`src/rtl/core/qwstg_pkg.sv`:
```
package qwstg_pkg;

  localparam int QUARTER_POINTS = 32;
  localparam int POS_W = $clog2(QUARTER_POINTS);
  localparam int STEP_W = POS_W + 1;

  localparam int DUR_W = 16;
  localparam int FREQ_W = 14;
  localparam int VOL_W = 5;
  localparam int SAMPLE_W = 16;
  localparam int RATE_W = 16;

  localparam int SCALE_SHIFT = $clog2(4 * QUARTER_POINTS);
  localparam int SCALE_W = FREQ_W + SCALE_SHIFT;
  localparam int PROD_W = 32;
  localparam int ZC_W = 22;
  localparam int PC_W = 20;

  // divide by 1000 as a shift by 3 and a reciprocal multiply for 125
  localparam int DIV_PRE_SHIFT = 3;
  localparam int RECIP_W = 30;
  localparam int RECIP_SHIFT = 36;
  localparam logic [RECIP_W-1:0] RECIP_125 = 30'd549755814;
  localparam int RECIP_P_W = PROD_W - DIV_PRE_SHIFT + RECIP_W;

  localparam int MAX_FREQ = 11025;
  localparam int MAX_RATE = 44100;

  localparam int TAB_W = 5;
  localparam int TAB_DEPTH = 32;

  localparam logic KIND_START   = 1'b0;
  localparam logic KIND_REQUEST = 1'b1;

  localparam logic [SAMPLE_W-1:0] PEAK_POS = 16'h7fff;
  localparam logic [SAMPLE_W-1:0] PEAK_NEG = 16'h8001;

  localparam logic [SAMPLE_W-1:0] QUARTER_WAVE [TAB_DEPTH] = '{
    16'h0000, 16'h0647, 16'h0c8b, 16'h12c8, 16'h18f8, 16'h1f19, 16'h2528, 16'h2b1f,
    16'h30fb, 16'h36ba, 16'h3c56, 16'h41ce, 16'h471c, 16'h4c3f, 16'h5133, 16'h55f5,
    16'h5a82, 16'h5ed7, 16'h62f2, 16'h66cf, 16'h6a6d, 16'h6dca, 16'h70e2, 16'h73b5,
    16'h7641, 16'h7884, 16'h7a7d, 16'h7c29, 16'h7d8a, 16'h7e9d, 16'h7f62, 16'h7fd8
  };

  typedef struct packed {
    logic load;
    logic scale;
    logic mul;
    logic div_step;
    logic finish;
  } dp_cmd_t;

  typedef struct packed {
    logic scale_more;
    logic slot_free;
  } dp_status_t;

endpackage

```
`src/rtl/core/qwstg_ctrl.sv`:
```
module qwstg_ctrl (
  input  logic                  clk,
  input  logic                  rst,
  input  logic                  in_valid,
  input  logic                  kind,
  output logic                  in_ready,
  input  qwstg_pkg::dp_status_t status,
  output qwstg_pkg::dp_cmd_t    cmd
);

  localparam logic [1:0] ST_IDLE  = 2'd0;
  localparam logic [1:0] ST_SCALE = 2'd1;
  localparam logic [1:0] ST_DIV   = 2'd2;
  localparam logic [1:0] ST_FIN   = 2'd3;

  logic [1:0] state;
  logic [1:0] state_next;

  always_comb begin
    state_next = state;
    cmd = '0;
    in_ready = 1'b0;
    unique case (state)
      ST_IDLE: begin
        in_ready = 1'b1;
        if (in_valid) begin
          cmd.load = 1'b1;
          state_next = (kind == qwstg_pkg::KIND_REQUEST) ? ST_FIN : ST_SCALE;
        end
      end
      ST_SCALE: begin
        if (status.scale_more) begin
          cmd.scale = 1'b1;
        end else begin
          cmd.mul = 1'b1;
          state_next = ST_DIV;
        end
      end
      ST_DIV: begin
        cmd.div_step = 1'b1;
        state_next = ST_FIN;
      end
      ST_FIN: begin
        // hold until the output slot can take the beat
        if (status.slot_free) begin
          cmd.finish = 1'b1;
          state_next = ST_IDLE;
        end
      end
    endcase
  end

  always_ff @(posedge clk) begin
    if (rst) state <= ST_IDLE;
    else state <= state_next;
  end

endmodule

```
`src/rtl/core/qwstg_dp.sv`:
```
module qwstg_dp (
  input  logic                                   clk,
  input  logic                                   rst,
  input  qwstg_pkg::dp_cmd_t                     cmd,
  output qwstg_pkg::dp_status_t                  status,
  input  logic                                   kind,
  input  logic [qwstg_pkg::DUR_W-1:0]            tone_ms,
  input  logic [qwstg_pkg::FREQ_W-1:0]           frequency,
  input  logic signed [qwstg_pkg::VOL_W-1:0]     volume,
  input  logic                                   amp_asleep,
  output logic                                   out_valid,
  input  logic                                   out_ready,
  output logic signed [qwstg_pkg::SAMPLE_W-1:0]  sample,
  output logic                                   sample_valid,
  output logic [qwstg_pkg::RATE_W-1:0]           rate,
  output logic signed [qwstg_pkg::VOL_W-1:0]     volume_out,
  output logic                                   last
);

  localparam logic [1:0] MODE_IDLE  = 2'd0;
  localparam logic [1:0] MODE_ZEROS = 2'd1;
  localparam logic [1:0] MODE_TONE  = 2'd2;

  localparam logic [2:0] SEG_RISE   = 3'd0;
  localparam logic [2:0] SEG_PEAK   = 3'd1;
  localparam logic [2:0] SEG_FALL   = 3'd2;
  localparam logic [2:0] SEG_NRISE  = 3'd3;
  localparam logic [2:0] SEG_TROUGH = 3'd4;
  localparam logic [2:0] SEG_NFALL  = 3'd5;

  localparam int POS_W     = qwstg_pkg::POS_W;
  localparam int STEP_W    = qwstg_pkg::STEP_W;
  localparam int PROD_W    = qwstg_pkg::PROD_W;
  localparam int RECIP_P_W = qwstg_pkg::RECIP_P_W;
  localparam int SCALE_W   = qwstg_pkg::SCALE_W;
  localparam int RATE_W    = qwstg_pkg::RATE_W;
  localparam int ZC_W      = qwstg_pkg::ZC_W;
  localparam int PC_W      = qwstg_pkg::PC_W;
  localparam int SAMPLE_W  = qwstg_pkg::SAMPLE_W;

  // latched input beat
  logic                               lat_kind;
  logic [qwstg_pkg::DUR_W-1:0]        lat_dur;
  logic [qwstg_pkg::FREQ_W-1:0]       lat_freq;
  logic signed [qwstg_pkg::VOL_W-1:0] lat_vol;
  logic                               lat_asleep;
  logic [qwstg_pkg::FREQ_W-1:0]       freq_sat;

  // rate search and divide-by-1000 unit
  logic [SCALE_W-1:0]          scale_val;
  logic [STEP_W-1:0]           step;
  logic [PROD_W-1:0]           prod;
  logic [RECIP_P_W-1:0]        recip_prod;
  logic [ZC_W-1:0]             div_q;
  logic [RATE_W-1:0]           mul_op;

  // tone state
  logic [1:0]                         mode;
  logic [RATE_W-1:0]                  rate_reg;
  logic signed [qwstg_pkg::VOL_W-1:0] volume_reg;
  logic [ZC_W-1:0]                    zero_count;
  logic [PC_W-1:0]                    period_count;
  logic [2:0]                         segment;
  logic [POS_W-1:0]                   table_pos;

  logic [1:0]        mode_next;
  logic [ZC_W-1:0]   zero_count_next;
  logic [PC_W-1:0]   period_count_next;
  logic [2:0]        segment_next;
  logic [POS_W-1:0]  table_pos_next;
  logic [RATE_W-1:0] rate_next;
  logic signed [qwstg_pkg::VOL_W-1:0] volume_next;

  logic [SAMPLE_W-1:0] res_sample;
  logic                res_valid;
  logic                res_last;

  // tone stepping
  logic [STEP_W:0]            pos_sum;
  logic                       sum_in_range;
  logic                       step_full;
  logic [POS_W-1:0]           mirror_pos;
  logic [POS_W-1:0]           pos_down;
  logic [qwstg_pkg::TAB_W-1:0] tab_idx;
  logic [SAMPLE_W-1:0]        tab_val;
  logic [SAMPLE_W-1:0]        tone_val;
  logic [2:0]                 adv_seg;
  logic [POS_W-1:0]           adv_pos;
  logic                       period_end;
  logic [PC_W-1:0]            pc_dec;
  logic [ZC_W-1:0]            zc_dec;

  logic                       silent;
  logic [ZC_W-1:0]            start_zc;
  logic [PC_W-1:0]            start_pc;

  assign freq_sat = (frequency > qwstg_pkg::FREQ_W'(qwstg_pkg::MAX_FREQ))
                  ? qwstg_pkg::FREQ_W'(qwstg_pkg::MAX_FREQ) : frequency;

  assign silent = lat_vol[qwstg_pkg::VOL_W-1];
  assign mul_op = silent ? scale_val[RATE_W-1:0] : RATE_W'(lat_freq);

  // floor(x/1000) = floor(floor(x/8) * RECIP_125 / 2^36) for any 32-bit x
  assign recip_prod = RECIP_P_W'(prod[PROD_W-1:qwstg_pkg::DIV_PRE_SHIFT])
                    * RECIP_P_W'(qwstg_pkg::RECIP_125);

  assign status.scale_more = scale_val > SCALE_W'(qwstg_pkg::MAX_RATE);
  assign status.slot_free  = !out_valid || out_ready;

  always_ff @(posedge clk) begin
    if (cmd.load) begin
      lat_kind   <= kind;
      lat_dur    <= tone_ms;
      lat_freq   <= freq_sat;
      lat_vol    <= volume;
      lat_asleep <= amp_asleep;
      scale_val  <= {freq_sat, {qwstg_pkg::SCALE_SHIFT{1'b0}}};
    end else if (cmd.scale) begin
      scale_val <= scale_val >> 1;
    end
    if (cmd.mul) prod <= PROD_W'(lat_dur) * PROD_W'(mul_op);
    if (cmd.div_step) div_q <= recip_prod[qwstg_pkg::RECIP_SHIFT +: ZC_W];
  end

  // sample for the current position
  assign tab_idx = qwstg_pkg::TAB_W'(({{qwstg_pkg::TAB_W{1'b0}}, table_pos}
                   << qwstg_pkg::TAB_W) / qwstg_pkg::QUARTER_POINTS);
  assign tab_val = qwstg_pkg::QUARTER_WAVE[tab_idx];

  always_comb begin
    unique case (segment)
      SEG_RISE, SEG_FALL:   tone_val = tab_val;
      SEG_PEAK:             tone_val = qwstg_pkg::PEAK_POS;
      SEG_NRISE, SEG_NFALL: tone_val = SAMPLE_W'(17'h10000 - {1'b0, tab_val});
      default:              tone_val = qwstg_pkg::PEAK_NEG;
    endcase
  end

  // next position within the period
  assign pos_sum      = {2'b0, table_pos} + {1'b0, step};
  assign sum_in_range = pos_sum < (STEP_W+1)'(qwstg_pkg::QUARTER_POINTS);
  assign step_full    = step == STEP_W'(qwstg_pkg::QUARTER_POINTS);
  assign mirror_pos   = POS_W'(STEP_W'(qwstg_pkg::QUARTER_POINTS) - step);
  assign pos_down     = table_pos - step[POS_W-1:0];

  always_comb begin
    adv_seg = segment;
    adv_pos = table_pos;
    period_end = 1'b0;
    case (segment)
      SEG_RISE, SEG_NRISE: begin
        if (sum_in_range) begin
          adv_pos = pos_sum[POS_W-1:0];
        end else begin
          adv_seg = (segment == SEG_RISE) ? SEG_PEAK : SEG_TROUGH;
          adv_pos = '0;
        end
      end
      SEG_PEAK: begin
        adv_seg = SEG_FALL;
        adv_pos = mirror_pos;
      end
      SEG_FALL: begin
        if ({1'b0, table_pos} >= step) begin
          adv_pos = pos_down;
        end else if (!step_full) begin
          adv_seg = SEG_NRISE;
          adv_pos = step[POS_W-1:0];
        end else begin
          // negative rise is empty at the coarsest step
          adv_seg = SEG_TROUGH;
          adv_pos = '0;
        end
      end
      SEG_TROUGH: begin
        if (!step_full) begin
          adv_seg = SEG_NFALL;
          adv_pos = mirror_pos;
        end else begin
          period_end = 1'b1;
        end
      end
      SEG_NFALL: begin
        if ({1'b0, table_pos} > step) adv_pos = pos_down;
        else period_end = 1'b1;
      end
      default: period_end = 1'b1;
    endcase
  end

  assign pc_dec = period_count - 1'b1;
  assign zc_dec = zero_count - 1'b1;

  assign start_zc = silent ? div_q
                  : (lat_asleep ? ZC_W'(scale_val[RATE_W-1:1]) : '0);
  assign start_pc = silent ? '0 : div_q[PC_W-1:0];

  always_comb begin
    mode_next = mode;
    zero_count_next = zero_count;
    period_count_next = period_count;
    segment_next = segment;
    table_pos_next = table_pos;
    rate_next = rate_reg;
    volume_next = volume_reg;
    res_sample = '0;
    res_valid = 1'b0;
    res_last = 1'b0;
    if (lat_kind == qwstg_pkg::KIND_START) begin
      rate_next = scale_val[RATE_W-1:0];
      volume_next = lat_vol;
      zero_count_next = start_zc;
      period_count_next = start_pc;
      segment_next = SEG_RISE;
      table_pos_next = '0;
      if (start_zc != '0) mode_next = MODE_ZEROS;
      else if (start_pc != '0) mode_next = MODE_TONE;
      else mode_next = MODE_IDLE;
    end else begin
      case (mode)
        MODE_ZEROS: begin
          res_valid = 1'b1;
          zero_count_next = zc_dec;
          if (zc_dec == '0) begin
            if (period_count != '0) begin
              mode_next = MODE_TONE;
              segment_next = SEG_RISE;
              table_pos_next = '0;
            end else begin
              mode_next = MODE_IDLE;
              res_last = 1'b1;
            end
          end
        end
        MODE_TONE: begin
          res_valid = 1'b1;
          res_sample = tone_val;
          if (period_end) begin
            period_count_next = pc_dec;
            segment_next = SEG_RISE;
            table_pos_next = '0;
            if (pc_dec == '0) begin
              mode_next = MODE_IDLE;
              res_last = 1'b1;
            end
          end else begin
            segment_next = adv_seg;
            table_pos_next = adv_pos;
          end
        end
        default: ;
      endcase
    end
  end

  always_ff @(posedge clk) begin
    if (rst) begin
      mode         <= MODE_IDLE;
      step         <= STEP_W'(1);
      rate_reg     <= '0;
      volume_reg   <= '0;
      zero_count   <= '0;
      period_count <= '0;
      segment      <= SEG_RISE;
      table_pos    <= '0;
    end else begin
      if (cmd.load && kind == qwstg_pkg::KIND_START) step <= STEP_W'(1);
      else if (cmd.scale) step <= step << 1;
      if (cmd.finish) begin
        mode         <= mode_next;
        rate_reg     <= rate_next;
        volume_reg   <= volume_next;
        zero_count   <= zero_count_next;
        period_count <= period_count_next;
        segment      <= segment_next;
        table_pos    <= table_pos_next;
      end
    end
  end

  always_ff @(posedge clk) begin
    if (rst) out_valid <= 1'b0;
    else if (cmd.finish) out_valid <= 1'b1;
    else if (out_ready) out_valid <= 1'b0;
  end

  always_ff @(posedge clk) begin
    if (cmd.finish) begin
      sample       <= res_sample;
      sample_valid <= res_valid;
      rate         <= rate_next;
      volume_out   <= volume_next;
      last         <= res_last;
    end
  end

endmodule

```
`src/rtl/core/quarter_wave_sine_tone_generator.sv`:
```
// Tone generator built on a quarter-wave sine table.
// Input channel (in_valid/in_ready): kind 0 starts a tone with tone_ms,
// frequency, volume and amp_asleep; kind 1 asks for the next sample.
// Output channel (out_valid/out_ready): one beat per input beat carrying
// sample, sample_valid, rate, volume_out and last.
// A request beat goes from idle to the finish state, which loads the output
// register once it is free; out_valid and in_ready then rise together.
// A start beat first halves frequency*128 in the scale state down to 44100
// or below (up to five halvings), then runs the 16x16 multiply, the
// reciprocal multiply that divides by 1000, and the load of the result.
// One beat is worked on at a time; the next input beat is taken while a
// finished result still waits in the output register.
// When the receiver stalls, the result holds in the output register and the
// next beat, once worked out, waits for that register to drain.
// Reset returns the block to idle with rate 0 and volume 0; requests while
// idle answer with sample_valid 0.
module quarter_wave_sine_tone_generator (
  input  logic                                   clk,
  input  logic                                   rst,
  input  logic                                   in_valid,
  output logic                                   in_ready,
  input  logic                                   kind,
  input  logic [qwstg_pkg::DUR_W-1:0]            tone_ms,
  input  logic [qwstg_pkg::FREQ_W-1:0]           frequency,
  input  logic signed [qwstg_pkg::VOL_W-1:0]     volume,
  input  logic                                   amp_asleep,
  output logic                                   out_valid,
  input  logic                                   out_ready,
  output logic signed [qwstg_pkg::SAMPLE_W-1:0]  sample,
  output logic                                   sample_valid,
  output logic [qwstg_pkg::RATE_W-1:0]           rate,
  output logic signed [qwstg_pkg::VOL_W-1:0]     volume_out,
  output logic                                   last
);

  qwstg_pkg::dp_cmd_t    cmd;
  qwstg_pkg::dp_status_t status;

  qwstg_ctrl u_ctrl (
    .clk      (clk),
    .rst      (rst),
    .in_valid (in_valid),
    .kind     (kind),
    .in_ready (in_ready),
    .status   (status),
    .cmd      (cmd)
  );

  qwstg_dp u_dp (
    .clk          (clk),
    .rst          (rst),
    .cmd          (cmd),
    .status       (status),
    .kind         (kind),
    .tone_ms      (tone_ms),
    .frequency    (frequency),
    .volume       (volume),
    .amp_asleep   (amp_asleep),
    .out_valid    (out_valid),
    .out_ready    (out_ready),
    .sample       (sample),
    .sample_valid (sample_valid),
    .rate         (rate),
    .volume_out   (volume_out),
    .last         (last)
  );

  a_one_at_a_time: assert property (@(posedge clk) disable iff (rst)
    in_valid && in_ready |=> !in_ready)
    else $error("input taken while a beat is still being worked on");

  a_no_overwrite: assert property (@(posedge clk) disable iff (rst)
    cmd.finish |-> !out_valid || out_ready)
    else $error("result loaded over a beat that was not taken");

  a_empty_beat: assert property (@(posedge clk) disable iff (rst)
    out_valid && !sample_valid |-> sample == '0 && !last)
    else $error("beat without a sample carries sample data or last");

  a_last_has_sample: assert property (@(posedge clk) disable iff (rst)
    out_valid && last |-> sample_valid)
    else $error("last set on a beat without a sample");

endmodule

```
`config.mk`:
```
export PLATFORM = sky130hd
export DESIGN_NAME = quarter_wave_sine_tone_generator
export DESIGN_NICKNAME = d
export VERILOG_FILES = /design/src/rtl/core/qwstg_pkg.sv /design/src/rtl/core/qwstg_ctrl.sv /design/src/rtl/core/qwstg_dp.sv /design/src/rtl/core/quarter_wave_sine_tone_generator.sv
export SDC_FILE = /design/constraint.sdc
export NUM_CORES = 2
export LEC_CHECK = 0
export ABC_AREA = 1
export BUFFER_PORTS_ARGS = -buffer_cell sky130_fd_sc_hd__buf_2
export CAP_MARGIN = 20
export CORE_ASPECT_RATIO = 1.4
export CORE_MARGIN = 3
export CORE_UTILIZATION = 60
export CTS_CLUSTER_DIAMETER = 80
export DETAILED_ROUTE_END_ITERATION = 7
export PLACE_DENSITY_LB_ADDON = 0.1
export SETUP_SLACK_MARGIN = 0.5
export SYNTH_ARGS = -nofsm -noshare
export SYNTH_HDL_FRONTEND = slang
export SYNTH_SLANG_ARGS = --single-unit
```
`constraint.sdc`:
```
create_clock -name clk -period 8 [get_ports clk]
set_input_delay 0.4 -clock clk [delete_from_list [all_inputs] [get_ports clk]]
set_output_delay 0.4 -clock clk [all_outputs]
set_load 0.05 [all_outputs]
```
==> impl_metrics.ini <==
[clock_network]
cts.path.max_buffers = 3
cts_tree = done
clkSinkCount = 230
htree_levels = 1
cts_made_buffers = 27
clkTransAtPathRegs_ns = 0.07
clock_latency_ns = 0.60
cts_root_buffer = clkbuf_16

[cells_and_area]
seqCellArea_mm2 = 0.006016
layout_commonest_cell = inv_1
final_cell_mix = inv_1, nand2_1, ha_1
drive_above_1_share = 0.05204
area_growth_pct = 6.461
fin_nets = 5360
num_antenna_cells = 0
fill_cells = 5176
postLayoutCoreUtil = 0.6473
multi_input_area_mm2 = 0.02487
largest_reg_flops = 32

[sta]
fmax_mhz = 141.4
period_needed_ns = 7.073
finalSetupViolCount = 0
fin_crit_sh = 0.8841
holdWs_ns = 0.02289
slew_violations = 0
tightest_slew_ns = 1.093
final.setup.tns_ns = 0
skew_ns = 0.05328
hold_viol_final = 0
rsz0062_at_grt = no
slew_headroom = 0.2716

[detailed_routing]
drtPass1Iterations = 8
wire_per_inst_um = 19.30
vias_per_cell = 5.568
drcViolationCount = 0
first_iter_violations = 1943
antenna_left = 0
routed-via-count = 28520
drt-total-wl_um = 98880

[critical_path]
crit_type = reg2reg
crit_path_start_kind = flop
worstPathArrival_ns = 7.42
critPathCaptureType = flop
critical_path_peak_fanout = 16
cp.required_ns = 8.35

[yosys]
yosys_warnings = 0
syn_area_mm2 = 0.03513
async_flop_share = 0
ys_seq_area_frac = 0.1712
netlist_instances = 4298
synth-seq-cells = 230
synth_nets = 5297
synth_ff_type = edfxtp_1
synth-edff-count = 141
synth_cell_types = 59
syn_avg_cell_area_um2 = 8.174

[die]
die_w_um = 210.5
dieArea_mm2 = 0.06153
ios = 82
core-area_mm2 = 0.05778
start_util = 0.6080
die_h_um = 292.3
placementRows = 104

[placed_design]
hpwl_um = 82450
place.gp.congestion = 0.9913
io_buffer_count = 81

[worst_hold_path]
timing.hold.worst.class = in2reg

[global_routing]
grt_pass1_wl_um = 158300
grt.overflow.total = 0
grt_max_degree = 60
grt_pass1_vias = 29580
gr-usage-all-layers = 0.3279
antenna_found_initial = 0

[status]
status = finished clean

[run]
drv_cap = 0
-- final timing paths --
kind	from	endpoint	slack [ns]	cells past startpoint
max	u_dp.lat_vol[4]	u_dp.prod[28]	0.93	26
max reg2reg	u_dp.lat_vol[4]	u_dp.prod[28]	0.93	26
min	amp_asleep	u_dp.lat_asleep	0.02	1
min reg2reg	u_dp.volume_reg[0]	u_dp.volume_reg[0]	0.45	2
-- synthesized netlist by cell type (8+ instances only) --
| cell type | n | share of area |
|---|---|---|
| edfxtp_1 | 141 | 0.12 |
| o211ai_1 | 15 | 0.0032 |
| fa_1 | 461 | 0.26 |
| a211oi_1 | 13 | 0.0028 |
| a21o_1 | 8 | 0.0017 |
| nand2_2 | 9 | 0.0016 |
| inv_1 | 1001 | 0.11 |
| xnor2_1 | 21 | 0.0052 |
| ha_1 | 497 | 0.18 |
| xor2_1 | 42 | 0.010 |
| nor2_2 | 18 | 0.0032 |
| dfxtp_1 | 89 | 0.051 |
| o21ai_0 | 196 | 0.028 |
| nand2_1 | 741 | 0.079 |
| nand4_1 | 43 | 0.0077 |
| buf_2 | 17 | 0.0024 |
| a21oi_1 | 190 | 0.027 |
| nand3_1 | 123 | 0.018 |
| or2_2 | 14 | 0.0025 |
| nand3b_1 | 10 | 0.0021 |
| o21bai_1 | 15 | 0.0032 |
| clkbuf_1 | 69 | 0.0074 |
| o31ai_1 | 13 | 0.0028 |
| nor3_1 | 35 | 0.0050 |
| a31oi_1 | 39 | 0.0069 |
| nor2_1 | 380 | 0.041 |
| a221oi_1 | 8 | 0.0020 |
-- cells by family after synthesis --
family / after synthesis / synth area share
simple gates: 1391 / 0.1646
buf+inv: 1112 / 0.1209
fa+ha+maj: 958 / 0.4397
compound gates: 544 / 0.08783
flops: 230 / 0.1712
xor+xnor: 63 / 0.01571
-- through the flow --
stage          area, um2  setup slack, ns  cells
4_1_cts            37370           0.6570   5121
3_3_place_gp       36260           0.7345   5052
2_1_floorplan      35130            1.443   4298
5_1_grt            37400           0.4983   5123
3_5_place_dp       36260           0.6711   5052
6_report           37400           0.9271   5123
-- routing by layer --
| metal | track usage | vias to the layer above | part of all wire | wire length [um] |
|---|---|---|---|---|
| met3 | 0.03160 | 289 | 0.052 | 5109 |
| met1 | 0.3967 | 13710 | 0.39 | 38080 |
| met4 | 0.1657 | 0 | 0.061 | 6048 |
| met2 | 0.5834 | 933 | 0.50 | 49640 |
| met5 | 0 | - | 0 | 0 |
| li1 | - | 13590 | - | - |
-- worst max-delay path, cell delays in order (launching register included) --
cell	delay [ns]
edfxtp_1	0.63
buf_4	0.31
nand2_1	0.10
o21ai_0	0.19
inv_1	0.45
nand2_1	0.13
fa_1	0.50
inv_1	0.05
fa_1	0.53
inv_1	0.05
fa_1	0.52
inv_1	0.05
fa_1	0.53
inv_1	0.07
fa_1	0.53
inv_1	0.05
fa_1	0.49
ha_1	0.37
a21oi_1	0.22
o21a_1	0.17
o221ai_1	0.13
a21oi_1	0.27
o21ai_0	0.18
nand2_1	0.11
nand2_1	0.05
nand2_1	0.06
nand2_1	0.04
-- cell type report --
class / instances / share of cell area
Timing Repair Buffer: 134 / 0.02315
Tap cell: 742 / 0.02482
Inverter: 1012 / 0.1016
Multi-Input combinational cell: 2956 / 0.6650
Clock buffer: 33 / 0.01950
Sequential cell: 230 / 0.1609
Clock inverter: 16 / 0.004985
-- timing repair --
action | CTS | global route
hold endpoints to repair | 20 | 0
buffers inserted | 0 | 1
resized for setup | 0 | 5
hold buffers | 20 | 0
endpoints found under the setup margin | 0 | 8
Power is left out: the tool's default activity adds up to more than one toggle a clock period on the data nets, which glitch-free logic cannot reach.
